## config.mk

```make
export PLATFORM = sky130hd
export DESIGN_NAME = ca_decoder_cell_unit
export DESIGN_NICKNAME = d
export VERILOG_FILES = /design/src/rtl/cad_pkg.sv /design/src/rtl/cad_move.sv /design/src/rtl/cad_state.sv /design/src/rtl/ca_decoder_cell_unit.sv
export SDC_FILE = /design/constraint.sdc
export NUM_CORES = 1
export LEC_CHECK = 0
export BUFFER_PORTS_ARGS = -buffer_cell sky130_fd_sc_hd__clkbuf_2
export CORE_MARGIN = 1.5
export CORE_UTILIZATION = 40
export DETAILED_ROUTE_END_ITERATION = 10
export PLACE_DENSITY = 0.63
export SYNTH_ARGS = -nofsm -noshare
export SYNTH_HDL_FRONTEND = slang
export SYNTH_SLANG_ARGS = --single-unit
```

## constraint.sdc

```tcl
create_clock -name i_clk -period 2.1 [get_ports i_clk]
set_input_delay 0.42 -clock i_clk [delete_from_list [all_inputs] [get_ports i_clk]]
set_output_delay 0.42 -clock i_clk [all_outputs]
set_load 0.01 [all_outputs]
```

## src/rtl/cad_pkg.sv

```systemverilog
`timescale 1ns / 1ps

package cad_pkg;

    typedef enum logic [1:0] {
        ACT_CLEAR    = 2'd0,
        ACT_LOAD     = 2'd1,
        ACT_EXCHANGE = 2'd2,
        ACT_DECIDE   = 2'd3
    } t_action;

    typedef enum logic [2:0] {
        MOVE_NONE  = 3'd0,
        MOVE_NORTH = 3'd1,
        MOVE_WEST  = 3'd2,
        MOVE_EAST  = 3'd3,
        MOVE_SOUTH = 3'd4
    } t_move;

    localparam logic [3:0] SIG_N = 4'b0001;
    localparam logic [3:0] SIG_W = 4'b0010;
    localparam logic [3:0] SIG_E = 4'b0100;
    localparam logic [3:0] SIG_S = 4'b1000;

    typedef struct packed {
        t_action    action;
        logic       own_defect;
        logic [3:0] neighbor_defects;
        logic [3:0] incoming_signals;
        logic [3:0] flip_mask;
    } t_in_item;

    typedef struct packed {
        logic [3:0] signals_out;
        t_move      move_dir;
    } t_out_item;

endpackage

```

## src/rtl/cad_move.sv

```systemverilog
`timescale 1ns / 1ps

module cad_move (
    input  logic                i_self_defect,
    input  logic [3:0]          i_near_defects,
    input  logic [3:0]          i_signal_bits,
    output cad_pkg::t_move      o_move
);

    logic [2:0]     sig_count;
    cad_pkg::t_move isolated_move;

    assign sig_count = 3'($countones(i_signal_bits));

    always_comb begin
        isolated_move = cad_pkg::MOVE_NONE;
        unique case (sig_count)
            3'd1: begin
                if ((i_signal_bits & cad_pkg::SIG_W) != 4'd0) begin
                    isolated_move = cad_pkg::MOVE_EAST;
                end else if ((i_signal_bits & cad_pkg::SIG_E) != 4'd0) begin
                    isolated_move = cad_pkg::MOVE_WEST;
                end else if ((i_signal_bits & cad_pkg::SIG_N) != 4'd0) begin
                    isolated_move = cad_pkg::MOVE_SOUTH;
                end else begin
                    isolated_move = cad_pkg::MOVE_NORTH;
                end
            end
            3'd2: begin
                if (i_signal_bits == (cad_pkg::SIG_W | cad_pkg::SIG_N)) begin
                    isolated_move = cad_pkg::MOVE_SOUTH;
                end else if (i_signal_bits == (cad_pkg::SIG_E | cad_pkg::SIG_N)) begin
                    isolated_move = cad_pkg::MOVE_WEST;
                end else begin
                    isolated_move = cad_pkg::MOVE_NONE;
                end
            end
            3'd3: begin
                if ((i_signal_bits & cad_pkg::SIG_S) == 4'd0) begin
                    isolated_move = cad_pkg::MOVE_SOUTH;
                end else if ((i_signal_bits & cad_pkg::SIG_W) == 4'd0) begin
                    isolated_move = cad_pkg::MOVE_WEST;
                end else if ((i_signal_bits & cad_pkg::SIG_N) == 4'd0) begin
                    isolated_move = cad_pkg::MOVE_NORTH;
                end else begin
                    isolated_move = cad_pkg::MOVE_EAST;
                end
            end
            default: begin
                isolated_move = cad_pkg::MOVE_NONE;
            end
        endcase
    end

    always_comb begin
        if (!i_self_defect) begin
            o_move = cad_pkg::MOVE_NONE;
        end else if ((i_near_defects & cad_pkg::SIG_E) != 4'd0) begin
            o_move = cad_pkg::MOVE_EAST;
        end else if ((i_near_defects & cad_pkg::SIG_N) != 4'd0) begin
            o_move = cad_pkg::MOVE_NORTH;
        end else if (i_near_defects != 4'd0) begin
            o_move = cad_pkg::MOVE_NONE;
        end else begin
            o_move = isolated_move;
        end
    end

endmodule

```

## src/rtl/cad_state.sv

```systemverilog
`timescale 1ns / 1ps

module cad_state (
    input  logic                i_clk,
    input  logic                i_rst_n,
    input  logic                i_step,
    input  cad_pkg::t_in_item   i_item,
    output cad_pkg::t_out_item  o_result
);

    logic           r_self_defect;
    logic [3:0]     r_near_defects;
    logic [3:0]     r_signal_bits;
    logic           n_self_defect;
    logic [3:0]     n_near_defects;
    logic [3:0]     n_signal_bits;
    logic [3:0]     exchanged;
    cad_pkg::t_move move;

    cad_move u_move (
        .i_self_defect  (r_self_defect),
        .i_near_defects (r_near_defects),
        .i_signal_bits  (r_signal_bits),
        .o_move         (move)
    );

    always_comb begin
        if (!r_self_defect && ($countones(i_item.incoming_signals) > 1)) begin
            exchanged = {i_item.incoming_signals[0], i_item.incoming_signals[1],
                         i_item.incoming_signals[2], i_item.incoming_signals[3]};
        end else begin
            exchanged = i_item.incoming_signals;
        end
    end

    always_comb begin
        n_self_defect  = r_self_defect;
        n_near_defects = r_near_defects;
        n_signal_bits  = r_signal_bits;
        unique case (i_item.action)
            cad_pkg::ACT_CLEAR: begin
                n_self_defect  = 1'b0;
                n_near_defects = 4'd0;
                n_signal_bits  = 4'd0;
            end
            cad_pkg::ACT_LOAD: begin
                n_self_defect  = i_item.own_defect;
                n_near_defects = i_item.neighbor_defects;
                if (i_item.own_defect) begin
                    if ((r_signal_bits & (cad_pkg::SIG_W | cad_pkg::SIG_E)) == 4'd0) begin
                        n_signal_bits = n_signal_bits | cad_pkg::SIG_W | cad_pkg::SIG_E;
                    end
                    if ((r_signal_bits & (cad_pkg::SIG_N | cad_pkg::SIG_S)) == 4'd0) begin
                        n_signal_bits = n_signal_bits | cad_pkg::SIG_N | cad_pkg::SIG_S;
                    end
                end
            end
            cad_pkg::ACT_EXCHANGE: begin
                n_signal_bits = exchanged ^ i_item.flip_mask;
            end
            default: begin
            end
        endcase
    end

    always_comb begin
        o_result.signals_out = n_signal_bits;
        o_result.move_dir    = (i_item.action == cad_pkg::ACT_DECIDE) ? move
                                                                      : cad_pkg::MOVE_NONE;
    end

    always_ff @(posedge i_clk) begin
        if (!i_rst_n) begin
            r_self_defect  <= 1'b0;
            r_near_defects <= 4'd0;
            r_signal_bits  <= 4'd0;
        end else if (i_step) begin
            r_self_defect  <= n_self_defect;
            r_near_defects <= n_near_defects;
            r_signal_bits  <= n_signal_bits;
        end
    end

endmodule

```

## src/rtl/ca_decoder_cell_unit.sv

```systemverilog
`timescale 1ns / 1ps

// Channel   Direction  Handshake                Payload
// input     in         i_in_valid / o_in_stall  i_in_data  (cad_pkg::t_in_item)
// result    out        o_out_valid / i_out_stall o_out_data (cad_pkg::t_out_item)
//
// One transaction per cycle unless the result stalls; input register, then result register.
// The cell state updates as an item leaves the input register for the result register.
// Synchronous active-low reset clears cell state and both valid flags.
// A stalled result holds both registers; one item still enters when the input stage is empty.

module ca_decoder_cell_unit (
    input  logic                i_clk,
    input  logic                i_rst_n,
    input  logic                i_in_valid,
    output logic                o_in_stall,
    input  cad_pkg::t_in_item   i_in_data,
    output logic                o_out_valid,
    input  logic                i_out_stall,
    output cad_pkg::t_out_item  o_out_data
);

    logic               r_in_valid;
    cad_pkg::t_in_item  r_in_data;
    logic               r_out_valid;
    cad_pkg::t_out_item r_out_data;
    cad_pkg::t_out_item result;
    logic               out_free;
    logic               advance;

    assign out_free   = !r_out_valid || !i_out_stall;
    assign advance    = r_in_valid && out_free;
    assign o_in_stall = r_in_valid && !out_free;

    cad_state u_state (
        .i_clk    (i_clk),
        .i_rst_n  (i_rst_n),
        .i_step   (advance),
        .i_item   (r_in_data),
        .o_result (result)
    );

    always_ff @(posedge i_clk) begin
        if (!i_rst_n) begin
            r_in_valid  <= 1'b0;
            r_out_valid <= 1'b0;
        end else begin
            if (!o_in_stall) begin
                r_in_valid <= i_in_valid;
            end
            if (out_free) begin
                r_out_valid <= r_in_valid;
            end
        end
    end

    always_ff @(posedge i_clk) begin
        if (!o_in_stall && i_in_valid) begin
            r_in_data <= i_in_data;
        end
        if (advance) begin
            r_out_data <= result;
        end
    end

    assign o_out_valid = r_out_valid;
    assign o_out_data  = r_out_data;

endmodule
```

==> results.txt <==
----------------------------------------------------
[Die]
  Die Outline Area ... around 0.0045 mm^2
  Starting utilization of the core area ... around two fifths
  Area inside the core boundary ... approximately 0.0040 mm^2
  Chip Width ... between 60 and 70 um
  Row Count ... 23
  Num ports ... 28
  Die height ... 67.1 um

[Route]
  Number of vias after detailed routing ... 1255
  Final Routed Wirelength ... 3380 um
  Vias per inst ... 5.30
  Number of DRC violations after detailed-routing iteration 0 ... 44
  WL per Instance ... 14.3 um
  Total DRC errors in the routed layout ... 0
  DR pass1 iterations ... 4
  Number of nets with antenna violations after routing ... 0

[GRT]
  Number of global-route vias before repair ... about 1200
  Global-route total usage across every layer ... between 15 and 20%
  Antenna violations before repair ... 0
  Aggregate global routing overflow ... 0
  Pin count of the biggest net entering global routing ... 16
  First-pass GRT wire length ... about 5500 um

[STA]
  Count of final setup violators ... 8
  Total negative slack ... -0.719 ns
  Setup repair after global routing missed its margin ... yes
  Hold Fails Final Rpt ... 0
  Max Clk Rate ... between 0.4 and 0.5 GHz
  Worst-case setup margin in the final layout ... -0.145 ns
  Clock skew ... 0.00297 ns
  Measured slew at the worst slew-check pin ... approximately 0.45 ns
  Share of the clock period used by the worst path after layout ... 107%
  Worst max-slew margin expressed relative to the limit ... between 60% and 70%
  Final min period ... 2.24 ns
  Max Transition Viols Final ... 0

[Synthesis]
  Biggest area contributors in the synthesized netlist ... sky130_fd_sc_hd__edfxtp_1, sky130_fd_sc_hd__dfxtp_1, sky130_fd_sc_hd__ha_1, sky130_fd_sc_hd__o21ai_0, sky130_fd_sc_hd__nand2b_1
  Number of nets produced by synthesis ... 169
  Area share of the leading cell type in the synthesized netlist ... between 40% and 50%
  Library cell with the largest summed area after synthesis ... sky130_fd_sc_hd__edfxtp_1
  Number of warnings reported in the yosys synthesis log ... 0
  Gate count after technology mapping ... approximately 140
  Post-synthesis average cell area ... roughly 12 um^2
  Combined area of all synthesized cells ... roughly 0.0016 mm^2
  Number of distinct library cells after synthesis ... 34
  Number of register bits inferred by synthesis ... 33
  Register area share after synthesis ... approximately 54%

[Critical path]
  Endpoint type of the worst setup path ... register
  CP Launch Type ... register
  Crit Path Category ... register to register
  Highest net fanout along the worst path ... 8
  Setup slack on the worst flop-to-flop path ... -0.14 ns
  Data arrival time of the critical path ... 2.26 ns
  Length in cells of the worst reg-to-reg path ... 7
  Required @ worst endpoint ... 2.12 ns

[CTS]
  Cts bufs inserted ... 5
  Hold buffers post-CTS ... 0
  H-tree depth ... 2
  Bufs on Longest Clock Path ... 2
  Clock-pin slew on the worst setup and hold paths ... approximately 0.060 ns
  Clock tree from TritonCTS ... yes
  Cell at the root of the clock tree ... sky130_fd_sc_hd__clkbuf_8
  Skew-Pair Late Insertion Delay ... between 0.2 and 0.3 ns
  Number of sinks handled by clock tree synthesis ... 33

[Cells and area]
  Fraction of layout instances using a drive strength above 1 ... approximately a third
  Diode count ... 0
  Count of fill cells added during filler insertion ... approximately 370
  Synthesis-to-finish area growth ... 26.3%
  Post-layout instance count excluding filler cells ... between 200 and 250
  Commonest cells after routing, fill and taps aside ... sky130_fd_sc_hd__clkbuf_2, sky130_fd_sc_hd__edfxtp_1, sky130_fd_sc_hd__buf_4
  Post-Layout Inst Area ... about 0.0021 mm^2
  Leading cell type in the layout, fill and taps excluded ... sky130_fd_sc_hd__clkbuf_2
  Post-layout net count ... about 210

[Power]
  Standby leakage power ... approximately 0.78 nW
  Max rail drop VDD ... between 0.3 and 0.4 mV
  Power Total ... ~1.5 mW
  P per Cell Area ... approximately 700 mW/mm^2

[Run status]
  Violated checks ... setup timing
  Status ... complete, but fails checks

[Placement]
  Port bufs ... 27
  DP HPWL ... approximately 2400 um
  Area after DPL ... roughly 0.0019 mm^2
  Final weighted congestion in routability-driven placement ... ~0.7
  Cell Count Post-Placement ... roughly 220

[Hold path]
  WHS Path Cells ... 1
  Hold crit path type ... input pin to register

[Job]
  Number of max-capacitance violations reported ... 0

----------------------------------------------------
[registers in the layout (all words and copies together) (netlist names)]
register	cells
o_out_data	7
o_out_valid	1
r_in_data	15
r_in_valid	1
u_state.r_near_defects	4
u_state.r_self_defect	1
u_state.r_signal_bits	4
[routing by layer]
metal,vias up,wire length [um],global-route usage (%)
met5,-,0,0
met4,0,65,7.40
met3,6,144,5.67
met2,27,1730,27.5
met1,600,1440,19.5
li1,622,-,-
[synthesized netlist by cell type, drive strengths merged]
cell     count
o2bb2ai      2
a31oi        4
a21oi        4
dfxtp       11
nand4b       5
nor2         3
clkbuf       1
a211oi       4
nor2b        4
ha           6
nor3         5
and3         2
nor4b        8
nand2       11
buf          4
inv          5
o21ai       12
nand2b      10
edfxtp      22
nand3b       2
a21o         1
a21boi       6
o22ai        1
nand4        1
fa           2
o21a         1
nor3b        4
o2111ai      1
[through the flow]
step                hold slack (ns)  worst slack [ns]  utilization [%]
floorplan                     0.441           0.00868                -
global placement              0.463           -0.0950             47.7
detailed placement            0.466            -0.179             47.7
CTS                           0.306            -0.165             51.0
global route                  0.296            -0.237             52.3
finish                        0.312            -0.145             52.3
[where the power goes]
part | total [mW] | internal [mW] | leakage, nW | switching, mW
registers | 0.759 | 0.734 | 0.302 | 0.0248
clock network | 0.444 | 0.235 | 0.0395 | 0.209
logic | 0.255 | 0.119 | 0.441 | 0.136
total | 1.46 | 1.09 | 0.783 | 0.370
[worst max-delay path, cell delays in order (launching register included)]
cell	delay [ns]
sky130_fd_sc_hd__edfxtp_1	0.40
sky130_fd_sc_hd__ha_1	0.31
sky130_fd_sc_hd__nand2_2	0.06
sky130_fd_sc_hd__fa_1	0.49
sky130_fd_sc_hd__a21oi_4	0.30
sky130_fd_sc_hd__nor4b_2	0.10
sky130_fd_sc_hd__nor3_2	0.22
sky130_fd_sc_hd__nand2_1	0.11
[final cells by class]
type | count | area [um^2] | share of cell area, %
inverter | 5 | 18.8 | 0.903
tap | 50 | 62.6 | 3.01
sequential | 33 | 882 | 42.4
clock buffer | 8 | 80.1 | 3.85
multi-input combinational | 99 | 787 | 37.9
timing repair buffer | 42 | 248 | 11.9
[logic make-up after synthesis]
group	synth area share, %
AOI/OAI and AO/OA	14.3
adders and majority gates	7.00
buffers and inverters	3.12
DFF	53.5
and+or+nand+nor	22.1
[repair_timing]
item / CTS / global route
setup buffers: 2 / 3
hold endpoints to repair: 0 / 0
pin swaps: 8 / 6
endpoints found under the setup margin: 10 / 10
resized for setup: 7 / 9
[worst paths after layout]
path	start	endpoint
hold reg to reg	u_state.r_near_defects[1]	u_state.r_near_defects[1]
setup / recovery	r_in_data[6]	o_out_data[5]
setup reg to reg	r_in_data[6]	o_out_data[5]
hold / removal	i_in_data[3]	r_in_data[3]
Power figures use the tool's default switching activity.
